<file path="config.mk">
export PLATFORM = sky130hd
export DESIGN_NAME = lzsd_cmd_fifo
export DESIGN_NICKNAME = d
export VERILOG_FILES = /design/src/sv/lzsd_pkg.sv /design/src/sv/lzsd_cmd_fifo.sv
export SDC_FILE = /design/constraint.sdc
export NUM_CORES = 1
export LEC_CHECK = 0
export BUFFER_PORTS_ARGS = -buffer_cell sky130_fd_sc_hd__buf_4
export CORE_UTILIZATION = 35
export CTS_CLUSTER_SIZE = 28
export DETAILED_ROUTE_END_ITERATION = 12
export SLEW_MARGIN = 25
export SYNTH_ARGS = -nofsm -noshare
export SYNTH_HDL_FRONTEND = slang
export SYNTH_SLANG_ARGS = --single-unit
</file>
<file path="constraint.sdc">
create_clock -name clk_i -period 2.6 [get_ports clk_i]
set_clock_uncertainty 0.05 [all_clocks]
set_input_delay 0.39 -clock clk_i [delete_from_list [all_inputs] [get_ports clk_i]]
set_output_delay 0.39 -clock clk_i [all_outputs]
set_load 0.02 [all_outputs]
</file>
<file path="src/sv/lzsd_pkg.sv">
// lzsd_pkg: shared types and constants of the lz token sequence decoder
// depends on nothing; imported by every module of the block except lzsd_ram
package lzsd_pkg;

  localparam int unsigned TOKEN_W     = 8;
  localparam int unsigned EXTRA_W     = 32;
  localparam int unsigned SDIST_W     = 16;
  localparam int unsigned DIST_W      = 24;
  localparam int unsigned LEN_W       = 33;
  localparam int unsigned COUNT_W     = 32;
  localparam int unsigned ADDR_MAX_W  = 24;

  localparam logic [TOKEN_W-1:0] TOKEN_SHORT_MIN = 8'd32;
  localparam logic [TOKEN_W-1:0] TOKEN_EXT_MATCH = 8'd31;
  localparam logic [2:0]         LIT_ESC         = 3'd7;
  localparam logic [3:0]         MATCH_ESC       = 4'd15;
  localparam logic [LEN_W-1:0]   MATCH_BASE      = 33'd16;
  localparam logic [LEN_W-1:0]   EXT_MATCH_BASE  = 33'd47;

  typedef enum logic [1:0] {
    FUNC_TOKEN = 2'd0,
    FUNC_LIT   = 2'd1,
    FUNC_TICK  = 2'd2
  } func_e;

  typedef enum logic [1:0] {
    ERR_NONE  = 2'd0,
    ERR_DIST  = 2'd1,
    ERR_ORDER = 2'd2
  } err_e;

  typedef enum logic [1:0] {
    CMD_LIT  = 2'd0,
    CMD_COPY = 2'd1,
    CMD_ERR  = 2'd2
  } cmd_e;

  typedef struct packed {
    cmd_e                  kind;
    logic [7:0]            lit_byte;
    logic                  last;
    err_e                  err;
    logic [ADDR_MAX_W-1:0] waddr;
    logic [ADDR_MAX_W-1:0] raddr;
  } cmd_t;

  typedef struct packed {
    logic [7:0] out_byte;
    logic       from_match;
    logic       last_of_match;
    err_e       error;
  } res_t;

endpackage

</file>
<file path="src/sv/lzsd_cmd_fifo.sv">
// lzsd_cmd_fifo: short command queue between the front and the back
// depends on lzsd_pkg for cmd_t
module lzsd_cmd_fifo
  import lzsd_pkg::*;
#(
  parameter int unsigned DEPTH = 4,
  localparam int unsigned PW   = (DEPTH > 1) ? $clog2(DEPTH) : 1,
  localparam int unsigned CW   = $clog2(DEPTH + 1)
) (
  input  logic clk_i,
  input  logic rst_ni,
  input  logic push_i,
  input  cmd_t cmd_i,
  output logic full_o,
  input  logic pop_i,
  output logic empty_o,
  output cmd_t cmd_o
);

  cmd_t          ent_q [DEPTH];
  logic [PW-1:0] wr_ptr_q, wr_ptr_d;
  logic [PW-1:0] rd_ptr_q, rd_ptr_d;
  logic [CW-1:0] cnt_q, cnt_d;

  always_comb begin
    wr_ptr_d = wr_ptr_q;
    rd_ptr_d = rd_ptr_q;
    cnt_d    = cnt_q;
    if (push_i) begin
      wr_ptr_d = (wr_ptr_q == PW'(DEPTH - 1)) ? '0 : wr_ptr_q + 1'b1;
    end
    if (pop_i) begin
      rd_ptr_d = (rd_ptr_q == PW'(DEPTH - 1)) ? '0 : rd_ptr_q + 1'b1;
    end
    if (push_i && !pop_i) begin
      cnt_d = cnt_q + 1'b1;
    end else if (!push_i && pop_i) begin
      cnt_d = cnt_q - 1'b1;
    end
  end

  always_ff @(posedge clk_i or negedge rst_ni) begin
    if (!rst_ni) begin
      wr_ptr_q <= '0;
      rd_ptr_q <= '0;
      cnt_q    <= '0;
    end else begin
      wr_ptr_q <= wr_ptr_d;
      rd_ptr_q <= rd_ptr_d;
      cnt_q    <= cnt_d;
    end
  end

  always_ff @(posedge clk_i) begin
    if (push_i) begin
      ent_q[wr_ptr_q] <= cmd_i;
    end
  end

  assign full_o  = (cnt_q == CW'(DEPTH));
  assign empty_o = (cnt_q == '0);
  assign cmd_o   = ent_q[rd_ptr_q];

endmodule

</file>
---- After elaboration in Yosys (flattened, before gate mapping) ----
Memories as Yosys holds them, arrays and structs flattened.
Cells that the tools add are included.
word-level totals
  memories ................................ 1
  register bits ........................... 7
  output and inout bits ................... 63
  logic and storage cells ................. 23
  RAM bits ................................ 244
  input port bits ......................... 65
memories
  memory  depth  bits a word  rd ports  clocked after memory_dff  write ports  line                 source
  ent_q   4      61           1         0                         1            lzsd_cmd_fifo.sv:20  cmd_t ent_q [DEPTH];
operators by class
  eq/ne operators ......................... 3
  muxes and demuxes ....................... 6
  reductions and logical operators ........ 6
  $add $sub $neg .......................... 4
operators with widths
  kind                                              count
  2-to-1 mux 3 bit                                  2
  adder 2 x 1 -> 2 bit, second input constant       2
  == test 2 bit, second input constant              2
  2-to-1 mux 2 bit                                  2
  adder 3 x 1 -> 3 bit, second input constant       1
  == test 3 bit, second input constant              1
  logical NOT 3 bit                                 1
  subtractor 3 x 1 -> 3 bit, second input constant  1
  logical AND 1 bit                                 2
  logical NOT 1 bit                                 2
  2-to-1 mux 1 bit                                  2
  nonzero test 2 bit                                1

---- Logic depth before layout (Yosys ltp) ----
  word-level depth ........................ 4
  mapped depth ............................ 7
  gate-level depth less buffers ........... 7

---- Worst setup path after synthesis ----
OpenSTA, ideal clock, no wires.
  path kind ............................... register -> register
  start ................................... register wr_ptr_q[0]
  end ..................................... memory ent_q[0][0] (netlist bit) (enable)
  setup time .............................. 0.425 ns
  cell stages (with the launch flop) ...... 4
  required time ........................... 2.125 ns
  clock period less this slack ............ 2.537 ns
  data arrival time ....................... 2.062 ns
  setup slack ............................. 0.063 ns
  buffers on the path ..................... 0
  cells stage by stage .................... dfrtp_1 > inv_1 > ha_1 > and2_1
RTL lines
  item                      line                 source
  start: declaration        lzsd_cmd_fifo.sv:21  logic [PW-1:0] wr_ptr_q, wr_ptr_d;
  start signal: assignment  lzsd_cmd_fifo.sv:48  wr_ptr_q <= wr_ptr_d;
  end: declaration          lzsd_cmd_fifo.sv:20
Straight into the memory's write port.

==> flow_summary.toml <==
[floorplanning]
die_w_um = 165
die_h_um = 165
core_um2 = 26100
fp-row-count = 59
die_area_um2 = 27200
start_util_pct = 35.7
boundaryPins = 128

[layout]
drive_above_1_share_pct = 43.5
mostFrequentLayoutCells = "edfxtp_1, buf_4, mux4_2"
syn_to_final_growth_pct = 28.0
fillers = 2189
multiInputGateArea_um2 = 1620
num_antenna_cells = 0
final_common_cell = "edfxtp_1"
layout.nets = 618
seqCellArea_um2 = 7510
final_cells = 900

[clocking]
clkTransAtPathRegs_ns = 0.06
htreeDepth = 1
cts_num_sinks = 251
cts_root_buf = "clkbuf_16"
tritoncts = "yes"
clk_path_buf_depth = 3
insertion_delay_ns = 0.51
numCtsBuffers = 27

[placed_design]
gp_congestion = 0.656
hpwl_um = 10500
preCtsSetupSlack_ns = 0.452
dp_cells = 816
io_buffers = 127

[critical_path]
crit_path_end_kind = "primary output"
required_ns = 2.16
cp_slowest_stage_delay_ns = 0.57
cp_max_fo = 32
path_cells = "buf_16, mux4_2, buf_4"
cp.arrival_ns = 2.01
start_kind = "flop"
cp.buffers_inverters = 2
path_class = "flop to primary output"
crit_family = "multiplexers"
slowest_stage = "mux4_2"

[yosys]
synth-seq-area-share_pct = 80.8
ys_seq_elements = 251
netlist_top_cells_area = "edfxtp_1, mux4_2, dfrtp_1"
yosys.cell_types.count = 19
synth_area_per_cell_um2 = 26.1
synth_area_um2 = 9290
netlist.area_leader.share_pct = 78.9
syn_inst = 356
synth_top_area_cell = "edfxtp_1"
ys_warn_count = 0
syn-num-nets = 428

[power_and_ir_drop]
power_density_nw_per_um2 = 1120
leakage_nw = 4.10
irDropWorstVdd_mv = 0.616

[global_route]
met2_usage_pct = 23.3
grt.met1_usage_pct = 15.2
antenna_found_initial = 0
grt_pass1_vias = 4620
gr-max-usage-layer = "met2"
grt_first_pass_wirelength_um = 26000
grt_usage_pct = 12.9
grt.overflow.total = 0
use_met3_pct = 2.99
grt_start_max_net_pins = 33

[sta]
setup_violations = 0
worst_slack_ns = 0.148
min_period_ns = 2.45
slew_violations = 0
hold_slack_ns = 0.0213
worstMarginPinSlew_ns = 0.482
rsz0062_at_grt = "false"
slew_headroom_pct = 67.9
final.period_utilization_pct = 94.3
tns_ns = 0
max_freq_mhz = 408
finalHoldViolCount = 0

[route]
avgRoutedWirePerCell_um = 19.4
antenna_left = 0
via_count = 4246
finalWirelength_um = 17500
first_pass_iters = 6
vias_per_cell = 4.72
drcViolationCount = 0
initialDrtViolationCount = 242

[outcome]
status = "completed"

[worst_hold_path]
hold_class = "input pin to flop"

[job]
drv_cap = 0
## what timing repair did
action / in CTS / in global routing
hold buffers: 33 / 0
setup endpoints to repair: 35 / 0
resized for setup: 1 / 0
setup buffers: 3 / 0
hold endpoints to repair: 129 / 0
## state kept, by name, indices dropped and copies added (netlist names)
name      cells
wr_ptr_q      2
ent_q       244
rd_ptr_q      2
cnt_q         3
## worst reg2reg max path: stages, from the launching register on
cell	delay, ns
dfrtp_1	0.41
inv_1	0.11
ha_1	0.15
and2_4	0.45
buf_4	0.30
## logic make-up after synthesis
| logic type | after synthesis | share of synthesized area [%] |
|---|---|---|
| simple gates | 11 | 0.606 |
| xor+xnor | 3 | 0.283 |
| mux | 64 | 15.3 |
| buf+inv | 18 | 1.95 |
| flops | 251 | 80.8 |
| compound gates | 2 | 0.108 |
| fa+ha+maj | 7 | 1.02 |
## per-stage QoR
stage | cell area [µm²] | util, % | total power (W)
4_1_cts | 11900 | 45.6 | 0.0136
6_report | 11900 | 45.6 | 0.0133
2_1_floorplan | 9290 | - | 0.00833
3_5_place_dp | 10700 | 41.0 | 0.00991
5_1_grt | 11900 | 45.6 | 0.0140
3_3_place_gp | 10700 | 41.0 | 0.00985
## routing by layer
layer / wire length [µm] / share of wire, % / vias up
li1: - / - / 1900
met1: 6760 / 39 / 2191
met2: 9170 / 53 / 121
met3: 1030 / 5.9 / 34
met4: 501 / 2.9 / 0
met5: 0 / 0 / -
## power breakdown
part / total [W] / switching, W / internal [W]
combinational: 0.00437 / 0.00228 / 0.00209
sequential: 0.00544 / 0.000246 / 0.00520
clock: 0.00353 / 0.00143 / 0.00210
## synthesized netlist by cell type (all sizes together)
cell type,number
edfxtp,244
mux4,61
buf,14
dfrtp,7
ha,6
and2,4
inv,4
mux2,3
nor2,3
nand2,2
o21ai,2
xor2,2
fa,1
nor3,1
nor3b,1
xnor2,1
## worst paths after layout
kind / end / start / slack (ns) / cells past startpoint
max reg2reg: ent_q[2][26] / wr_ptr_q[0] / 0.83 / 4
max in group asynchronous: rd_ptr_q[0] / rst_ni / 2.18 / 2
min reg2reg: cnt_q[2] / cnt_q[2] / 0.44 / 1
min in group asynchronous: wr_ptr_q[1] / rst_ni / 0.18 / 2
min: ent_q[2][0] / cmd_i[0] / 0.02 / 1
max: cmd_o[48] / rd_ptr_q[0] / 0.15 / 3
## area by class of cell
class / count / area share [%]
sequential: 251 / 63.2
multi-input combinational: 87 / 13.6
timing repair buffer: 175 / 12.6
clock buffer: 39 / 6.32
tap: 335 / 3.53
clock inverter: 9 / 0.653
inverter: 4 / 0.126
(Power assumes the default switching activity.)
