$ cat src/sv/lzsd_pkg.sv
// lzsd_pkg: shared types and constants of the lz token sequence decoder
// depends on nothing; imported by every module of the block except lzsd_ram
package lzsd_pkg;

  localparam int unsigned TOKEN_W     = 8;
  localparam int unsigned EXTRA_W     = 32;
  localparam int unsigned SDIST_W     = 16;
  localparam int unsigned DIST_W      = 24;
  localparam int unsigned LEN_W       = 33;
  localparam int unsigned COUNT_W     = 32;
  localparam int unsigned ADDR_MAX_W  = 24;

  localparam logic [TOKEN_W-1:0] TOKEN_SHORT_MIN = 8'd32;
  localparam logic [TOKEN_W-1:0] TOKEN_EXT_MATCH = 8'd31;
  localparam logic [2:0]         LIT_ESC         = 3'd7;
  localparam logic [3:0]         MATCH_ESC       = 4'd15;
  localparam logic [LEN_W-1:0]   MATCH_BASE      = 33'd16;
  localparam logic [LEN_W-1:0]   EXT_MATCH_BASE  = 33'd47;

  typedef enum logic [1:0] {
    FUNC_TOKEN = 2'd0,
    FUNC_LIT   = 2'd1,
    FUNC_TICK  = 2'd2
  } func_e;

  typedef enum logic [1:0] {
    ERR_NONE  = 2'd0,
    ERR_DIST  = 2'd1,
    ERR_ORDER = 2'd2
  } err_e;

  typedef enum logic [1:0] {
    CMD_LIT  = 2'd0,
    CMD_COPY = 2'd1,
    CMD_ERR  = 2'd2
  } cmd_e;

  typedef struct packed {
    cmd_e                  kind;
    logic [7:0]            lit_byte;
    logic                  last;
    err_e                  err;
    logic [ADDR_MAX_W-1:0] waddr;
    logic [ADDR_MAX_W-1:0] raddr;
  } cmd_t;

  typedef struct packed {
    logic [7:0] out_byte;
    logic       from_match;
    logic       last_of_match;
    err_e       error;
  } res_t;

endpackage

$ cat src/sv/lzsd_in_if.sv
// lzsd_in_if: valid/ready channel carrying one input item
// uses the field widths of lzsd_pkg
interface lzsd_in_if
  import lzsd_pkg::*;
();
  logic                 valid;
  logic                 ready;
  logic [1:0]           func;
  logic [TOKEN_W-1:0]   token;
  logic [EXTRA_W-1:0]   lit_extra;
  logic [EXTRA_W-1:0]   match_extra;
  logic [SDIST_W-1:0]   short_distance;
  logic [DIST_W-1:0]    long_distance;
  logic [7:0]           literal_byte;

  modport source (
    output valid, func, token, lit_extra, match_extra, short_distance, long_distance,
           literal_byte,
    input  ready
  );
  modport sink (
    input  valid, func, token, lit_extra, match_extra, short_distance, long_distance,
           literal_byte,
    output ready
  );
endinterface

$ cat src/sv/lzsd_front.sv
// lzsd_front: accepts items, tracks sequence state and checks distances
// depends on lzsd_pkg and lzsd_in_if; emits one command per result to the queue
module lzsd_front
  import lzsd_pkg::*;
#(
  parameter int unsigned WINDOW_BYTES = 65536,
  localparam int unsigned AW          = $clog2(WINDOW_BYTES)
) (
  input  logic      clk_i,
  input  logic      rst_ni,
  lzsd_in_if.sink   in_i,
  input  logic      cmd_full_i,
  output logic      cmd_valid_o,
  output cmd_t      cmd_o
);

  localparam logic [DIST_W:0] WIN = (DIST_W + 1)'(WINDOW_BYTES);

  logic [COUNT_W-1:0] produced_q, produced_d;
  logic [AW-1:0]      wpos_q, wpos_d;
  logic [DIST_W-1:0]  last_dist_q, last_dist_d;
  logic [LEN_W-1:0]   lit_left_q, lit_left_d;
  logic [LEN_W-1:0]   match_left_q, match_left_d;
  logic               armed_q, armed_d;
  logic               failed_q, failed_d;

  logic               accept;
  logic               match_pending;
  logic               dist_bad;
  logic [DIST_W:0]    wp_x;
  logic [DIST_W:0]    dist_x;
  logic [DIST_W:0]    src_x;
  logic [AW-1:0]      wpos_inc;
  logic [COUNT_W-1:0] produced_inc;
  logic [2:0]         tok_lit;
  logic [3:0]         tok_match;

  assign in_i.ready    = !cmd_full_i;
  assign accept        = in_i.valid && !cmd_full_i;
  assign match_pending = armed_q || (match_left_q != '0);

  assign wp_x   = (DIST_W + 1)'(wpos_q);
  assign dist_x = {1'b0, last_dist_q};
  assign src_x  = (wp_x >= dist_x) ? (wp_x - dist_x) : (wp_x + WIN - dist_x);

  assign dist_bad = (last_dist_q == '0) ||
                    (COUNT_W'(last_dist_q) > produced_q) ||
                    (dist_x > WIN);

  assign wpos_inc     = (wpos_q == AW'(WINDOW_BYTES - 1)) ? '0 : wpos_q + 1'b1;
  assign produced_inc = (produced_q == '1) ? produced_q : produced_q + 1'b1;
  assign tok_lit      = in_i.token[2:0];
  assign tok_match    = in_i.token[6:3];

  always_comb begin
    produced_d   = produced_q;
    wpos_d       = wpos_q;
    last_dist_d  = last_dist_q;
    lit_left_d   = lit_left_q;
    match_left_d = match_left_q;
    armed_d      = armed_q;
    failed_d     = failed_q;

    cmd_valid_o    = 1'b0;
    cmd_o.kind     = CMD_ERR;
    cmd_o.lit_byte = in_i.literal_byte;
    cmd_o.last     = 1'b0;
    cmd_o.err      = ERR_ORDER;
    cmd_o.waddr    = ADDR_MAX_W'(wpos_q);
    cmd_o.raddr    = src_x[ADDR_MAX_W-1:0];

    if (accept) begin
      if (failed_q) begin
        cmd_valid_o = 1'b1;
        cmd_o.err   = ERR_DIST;
      end else begin
        case (func_e'(in_i.func))
          FUNC_TOKEN: begin
            if (lit_left_q != '0 || match_pending) begin
              cmd_valid_o = 1'b1;
            end else begin
              armed_d = 1'b1;
              if (in_i.token >= TOKEN_SHORT_MIN) begin
                lit_left_d = (tok_lit == LIT_ESC) ?
                             (LEN_W'(in_i.lit_extra) + LEN_W'(LIT_ESC)) : LEN_W'(tok_lit);
                match_left_d = (tok_match == MATCH_ESC) ?
                               (LEN_W'(in_i.match_extra) + LEN_W'(MATCH_ESC)) :
                               LEN_W'(tok_match);
                if (!in_i.token[7]) begin
                  last_dist_d = DIST_W'(in_i.short_distance);
                end
              end else if (in_i.token < TOKEN_EXT_MATCH) begin
                lit_left_d   = '0;
                match_left_d = LEN_W'(in_i.token) + MATCH_BASE;
                last_dist_d  = in_i.long_distance;
              end else begin
                lit_left_d   = '0;
                match_left_d = LEN_W'(in_i.match_extra) + EXT_MATCH_BASE;
                last_dist_d  = in_i.long_distance;
              end
            end
          end
          FUNC_LIT: begin
            cmd_valid_o = 1'b1;
            if (lit_left_q == '0 && match_pending) begin
              cmd_o.err = ERR_ORDER;
            end else begin
              cmd_o.kind = CMD_LIT;
              cmd_o.err  = ERR_NONE;
              if (lit_left_q != '0) begin
                lit_left_d = lit_left_q - 1'b1;
              end
              wpos_d     = wpos_inc;
              produced_d = produced_inc;
            end
          end
          FUNC_TICK: begin
            if (lit_left_q != '0 || !match_pending) begin
              cmd_valid_o = 1'b1;
            end else if (armed_q && dist_bad) begin
              cmd_valid_o = 1'b1;
              cmd_o.err   = ERR_DIST;
              failed_d    = 1'b1;
            end else begin
              armed_d = 1'b0;
              if (match_left_q != '0) begin
                cmd_valid_o  = 1'b1;
                cmd_o.kind   = CMD_COPY;
                cmd_o.err    = ERR_NONE;
                cmd_o.last   = (match_left_q == LEN_W'(1));
                match_left_d = match_left_q - 1'b1;
                wpos_d       = wpos_inc;
                produced_d   = produced_inc;
              end
            end
          end
          default: begin
            cmd_valid_o = 1'b1;
          end
        endcase
      end
    end
  end

  always_ff @(posedge clk_i or negedge rst_ni) begin
    if (!rst_ni) begin
      produced_q   <= '0;
      wpos_q       <= '0;
      last_dist_q  <= '0;
      lit_left_q   <= '0;
      match_left_q <= '0;
      armed_q      <= 1'b0;
      failed_q     <= 1'b0;
    end else begin
      produced_q   <= produced_d;
      wpos_q       <= wpos_d;
      last_dist_q  <= last_dist_d;
      lit_left_q   <= lit_left_d;
      match_left_q <= match_left_d;
      armed_q      <= armed_d;
      failed_q     <= failed_d;
    end
  end

endmodule

$ cat src/flat_wrapper.sv
// flat-port wrapper written by rule: the top's interface ports become plain ports
module lzsd_front_flat import lzsd_pkg::*;
#(
  parameter int unsigned WINDOW_BYTES = 65536,
  localparam int unsigned AW          = $clog2(WINDOW_BYTES)
)
  (clk_i, rst_ni, cmd_full_i, cmd_valid_o, cmd_o, in_i_valid, in_i_func, in_i_token, in_i_lit_extra, in_i_match_extra, in_i_short_distance, in_i_long_distance, in_i_literal_byte, in_i_ready);
  lzsd_in_if in_i_i ();
  input  logic clk_i;
  input  logic rst_ni;
  input  logic cmd_full_i;
  output logic cmd_valid_o;
  output cmd_t cmd_o;
  input wire logic [$bits(in_i_i.valid)-1:0] in_i_valid;
  input wire logic [$bits(in_i_i.func)-1:0] in_i_func;
  input wire logic [$bits(in_i_i.token)-1:0] in_i_token;
  input wire logic [$bits(in_i_i.lit_extra)-1:0] in_i_lit_extra;
  input wire logic [$bits(in_i_i.match_extra)-1:0] in_i_match_extra;
  input wire logic [$bits(in_i_i.short_distance)-1:0] in_i_short_distance;
  input wire logic [$bits(in_i_i.long_distance)-1:0] in_i_long_distance;
  input wire logic [$bits(in_i_i.literal_byte)-1:0] in_i_literal_byte;
  output wire logic [$bits(in_i_i.ready)-1:0] in_i_ready;
  assign in_i_i.valid = in_i_valid;
  assign in_i_i.func = in_i_func;
  assign in_i_i.token = in_i_token;
  assign in_i_i.lit_extra = in_i_lit_extra;
  assign in_i_i.match_extra = in_i_match_extra;
  assign in_i_i.short_distance = in_i_short_distance;
  assign in_i_i.long_distance = in_i_long_distance;
  assign in_i_i.literal_byte = in_i_literal_byte;
  assign in_i_ready = in_i_i.ready;
  lzsd_front #(.WINDOW_BYTES(WINDOW_BYTES)) u_core (.clk_i(clk_i), .rst_ni(rst_ni), .in_i(in_i_i), .cmd_full_i(cmd_full_i), .cmd_valid_o(cmd_valid_o), .cmd_o(cmd_o));
endmodule
$ cat config.mk
export PLATFORM = sky130hd
export DESIGN_NAME = lzsd_front_flat
export DESIGN_NICKNAME = d
export VERILOG_FILES = /design/src/sv/lzsd_pkg.sv /design/src/sv/lzsd_in_if.sv /design/src/sv/lzsd_front.sv /design/src/flat_wrapper.sv
export SDC_FILE = /design/constraint.sdc
export NUM_CORES = 1
export LEC_CHECK = 0
export BUFFER_PORTS_ARGS = -buffer_cell sky130_fd_sc_hd__buf_2
export CAP_MARGIN = 10
export CELL_PAD_IN_SITES_DETAIL_PLACEMENT = 1
export CELL_PAD_IN_SITES_GLOBAL_PLACEMENT = 2
export CORE_ASPECT_RATIO = 2
export CORE_MARGIN = 2
export CORE_UTILIZATION = 30
export DETAILED_ROUTE_END_ITERATION = 16
export PLACE_DENSITY = 0.81
export SLEW_MARGIN = 5
export SYNTH_ARGS = -nofsm -noshare
export SYNTH_HDL_FRONTEND = slang
export SYNTH_SLANG_ARGS = --single-unit
$ cat constraint.sdc
create_clock -name clk_i -period 2.9 [get_ports clk_i]
set_clock_uncertainty 0.15 [all_clocks]
set_input_delay 0.145 -clock clk_i [delete_from_list [all_inputs] [get_ports clk_i]]
set_output_delay 0.145 -clock clk_i [all_outputs]
set_load 0.1 [all_outputs]
==> Word-level counts from Yosys, hierarchy flattened <==
Cells that the tools add are included.
{ "word_totals": {"reg_bits": 140} }
{ "classes": {"addsub": 11, "magnitude_cmp": 5, "eq_ne": 14, "muxes": 60, "n_bitwise": 2, "reduce_logical": 23} }
{ "ops": {"columns": ["op", "count"], "rows": [
  ["$mux W33", 12],
  ["$mux W32", 5],
  ["$pmux W33 S2", 2],
  ["$mux W16", 5],
  ["$mux W24", 3],
  ["$reduce_bool A33 Y1", 2],
  ["$sub A33 B1 Y33 const B", 2],
  ["$pmux W32 S2", 1],
  ["$add A32 B3 Y33 const B", 1],
  ["$add A32 B4 Y33 const B", 1],
  ["$add A32 B6 Y33 const B", 1],
  ["$eq A33 B1 Y1 const B", 1],
  ["$logic_not A33 Y1", 1],
  ["$add A32 B1 Y32 const B", 1],
  ["$eq A32 B32 Y1 const B", 1],
  ["$gt A24 B32 Y1", 1],
  ["$pmux W16 S2", 1],
  ["$ge A16 B24 Y1", 1],
  ["$gt A24 B17 Y1 const B", 1],
  ["$logic_not A24 Y1", 1],
  ["$sub A16 B24 Y24", 1],
  ["$sub A24 B24 Y24", 1],
  ["$add A16 B17 Y18 const B", 1],
  ["$add A16 B1 Y16 const B", 1],
  ["24 further kinds", 67]
]} }

==> Depth between registers and ports, before layout <==
{ "logic_depth": {"ltp_word": 9, "mapped_depth": 12, "depth_no_buf": 11} }

==> Worst setup path before layout <==
Ideal clock, no wire load.
{ "synth_path": {"path_type": "register to output", "startpoint": "register u_core.wpos_q[0]", "endpoint": "output cmd_o[10] in the netlist's numbering", "arrival_ns": 6.033, "required_time_ns": 2.605, "path_slack_ns": -3.428, "path_stages_with_launch": 11, "n_path_buf": 0, "cell_sequence": "dfrtp_1 > inv_1 > ha_1 > fa_1 > nor2b_1 > o31a_1 > o21ai_0 > a21boi_0 > o21a_1 > nor2_1 > o311ai_0"} }
{ "synth_lines": {"columns": ["item", "line", "source"], "rows": [
  ["start: declaration", "lzsd_front.sv:20", "logic [AW-1:0] wpos_q, wpos_d;"],
  ["start signal: assignment", "lzsd_front.sv:156", "wpos_q <= wpos_d;"],
  ["end: declaration", "flat_wrapper.sv:13", "output cmd_t cmd_o;"]
]} }

==> run_results.csv <==
group,metric,value,unit
timing,rsz0062_at_grt,"true",
timing,whs,0.002550,ns
setup_path,reg2reg_depth,11,
timing,final_max_slew_viol_count,0,
synth,yosys_warnings,0,
die,initial_core_util,0.3034,
timing,setup_violations,140,
clocking,clk_pin_slew_worst_paths,0.06,ns
routing,wl,60.74,mm
clocking,clkSinkCount,140,
min_path,worst_hold_path_type,"input port to flop",
grt,use_met3,0.03814,
setup_path,critPathMaxFanout,4,
routing,routedWlPerCell,23.70,um
grt,grtUsageMet2,0.5388,
setup_path,r2r_end,"u_core.match_left_q[11]",
die,dieArea,0.04081,mm^2
min_path,hold_start,"in_i_lit_extra[29]",
grt,grt_max_degree,57,
clocking,cts_tree,"yes",
placement,place_ws,-0.4169,ns
die,coreArea,0.03867,mm^2
setup_path,critPathLaunchType,"flop",
timing,hold_viol,0,
final_layout,syn2layout_area_growth,70.56,%
timing,max_slew_margin,0.5872,
synth,synth-edff-count,0,
placement,dp_cells,2396,
synth,avgSynthCellArea,7.912,um^2
routing,postRouteAntennaNets,0,
synth,yosys_register_bits,140,
clocking,cts-root-buf,"clkbuf_16",
die,die_x,143.8,um
grt,antenna_found_initial,1,
min_path,holdPathStages,4,
outcome,status,"finished, violations left",
grt,grt_pass1_vias,15757,
setup_path,r2r_start,"u_core.match_left_q[12]",
synth,syn_inst,1483,
grt,grt_use_met1,0.2558,
power_and_ir_drop,ir_worst_vdd,0.3814,mV
grt,busiest_layer,"met2",
grt,grt_pass1_wl,87.03,mm
synth,synthArstFlopShare,1.000,
routing,drtIter0Drc,624,
final_layout,final_nets,2210,
run,drv_cap,0,
timing,layout_min_cycle_time,3.571,ns
clocking,clock_latency,0.46,ns
routing,drc,0,
final_layout,final_cell_mix,"286 x buf_4, 159 x nand2_1, 137 x buf_2",
placement,gp_congestion,0.9272,
die,rows,102,
grt,gr-usage-all-layers,0.2756,
setup_path,required,2.61,ns
power_and_ir_drop,p_per_area,297.3,mW/mm^2
placement,port_buffers,164,
timing,fmax,280.1,MHz
clocking,clockBufferDepth,2,
routing,drt-pass1-iter-count,5,
synth,synth-main-ff-cell,"dfrtp_1",
clocking,htree_num_levels,4,
setup_path,reg2reg_slack,-0.41,ns
final_layout,final_common_cell,"buf_4",
placement,dp_hpwl,39.72,mm
routing,viasPerCell,5.668,
routing,vias,14528,
final_layout,layout.cells.non_filler,2563,
timing,setup_ws,-0.6708,ns
setup_path,arrival,3.28,ns
grt,grt_overflow,0,
timing,worst_slew_pin_slew,0.6135,ns
final_layout,layout-drive-gt1-share,0.4373,
outcome,violations,"setup timing",
synth,syn-cell-area,0.01173,mm^2
setup_path,worstSetupPathType,"flop to output pin",
power_and_ir_drop,leakage,8.730,nW
clocking,cts_buffers,17,
die,io_pins,189,
setup_path,cp-end-kind,"output pin",
timing,fin_setup_tns,-41.40,ns
min_path,whs_endpoint,"u_core.lit_left_q[29]",
synth,yosysSeqAreaShare,0.2986,
power_and_ir_drop,finalPower,5.950,mW
timing,min_period_over_period,1.231,
die,fp.dieH,283.7,um
synth,synthDistinctLibCells,85,
-- sequential cells by signal, indices dropped and copies added, names as in the netlist --
name / cells
u_core.wpos_q: 16
u_core.match_left_q: 33
u_core.armed_q: 1
u_core.last_dist_q: 24
u_core.failed_q: 1
u_core.lit_left_q: 33
u_core.produced_q: 32
-- cell families after synthesis --
family,after synthesis,share of synthesized area
adders and majority gates,54,0.05822
DFF,140,0.2986
muxes,19,0.01674
other,1,0.0003196
buffers and inverters,161,0.06355
xor gates and xnor gates,99,0.07390
AOI/OAI and AO/OA,394,0.2208
and+or+nand+nor,615,0.2679
-- power breakdown --
part           internal, mW  switching, mW  total (mW)
sequential             1.97         0.0197        1.99
combinational         0.708           1.12        1.83
clock                  1.21          0.920        2.13
total                  3.89           2.06        5.95
-- worst max path at each step --
stage | startpoint | endpoint | slack [ns] | cells past startpoint
2_1_floorplan | u_core.wpos_q[0] | cmd_o[17] | -0.48 | 11
3_3_place_gp | u_core.last_dist_q[13] | cmd_o[22] | -0.38 | 13
3_5_place_dp | u_core.wpos_q[0] | cmd_o[22] | -0.42 | 13
4_1_cts | u_core.last_dist_q[1] | cmd_o[48] | -0.61 | 12
5_1_grt | u_core.last_dist_q[9] | cmd_o[18] | -0.81 | 15
6_report | u_core.last_dist_q[1] | cmd_o[48] | -0.67 | 12
-- synthesized netlist by cell type, types with 7 or more instances --
library cell	n	area share
and3_1	19	0.010
mux2i_1	17	0.015
o21ai_0	118	0.050
xnor2_1	55	0.041
o41ai_1	7	0.0052
and4_1	8	0.0060
o21ai_1	13	0.0055
buf_6	7	0.0067
a21oi_1	74	0.032
buf_2	8	0.0034
clkbuf_1	41	0.013
a22o_1	40	0.030
nor2b_1	8	0.0043
nor4_1	40	0.021
xor2_1	44	0.033
nor2_1	81	0.026
inv_1	82	0.026
dfrtp_1	140	0.30
nand4_1	37	0.020
o221ai_1	8	0.0060
buf_4	21	0.013
or3_1	33	0.018
and2_1	8	0.0043
or2_2	13	0.0069
nand2_1	192	0.061
o32ai_1	15	0.011
ha_1	53	0.057
nand3_1	66	0.028
nor3_1	62	0.026
nand2b_1	10	0.0053
a31oi_1	10	0.0053
o31ai_1	15	0.0096
o22ai_1	22	0.012
o211ai_1	12	0.0077
or4_1	8	0.0051
-- through the flow --
stage	util	instance area, um^2
6_report	0.5175	20010
5_1_grt	0.5175	20010
4_1_cts	0.4851	18760
3_5_place_dp	0.4171	16130
3_3_place_gp	0.4171	16130
2_1_floorplan	-	12380
-- routing by layer --
| metal | wire length, um | vias to the layer above |
|---|---|---|
| met1 | 20040 | 7293 |
| met4 | 4010 | 0 |
| met5 | 0 | - |
| met3 | 2123 | 217 |
| met2 | 34560 | 468 |
| li1 | - | 6550 |
-- worst max-delay path: stages, from the launching register on --
cell	delay, ns
dfrtp_2	0.44
buf_6	0.14
ha_4	0.26
nor2b_1	0.19
o211ai_1	0.14
a2111o_1	0.42
nand4_1	0.22
a21oi_4	0.13
nor2_4	0.14
buf_4	0.12
nand4_1	0.19
a21oi_4	0.23
buf_12	0.19
-- area by class of cell --
type | instances | area (um^2)
repair buffers | 599 | 5259
inverters | 83 | 316.6
clock buffers | 24 | 471.7
flip-flops and latches | 140 | 3540
diodes | 1 | 2.502
fillers | 4466 | 18660
clock inverters | 7 | 66.31
multi-input cells | 1189 | 9707
well taps | 520 | 650.6
-- repair_timing --
action / CTS / global route
hold buffers: 55 / 0
resized for setup: 220 / 220
hold endpoints to repair: 89 / 0
pin swaps: 101 / 94
setup endpoints to repair: 139 / 163
gates cloned: 12 / 1
setup buffers: 39 / 53
Power figures use the tool's default switching activity.
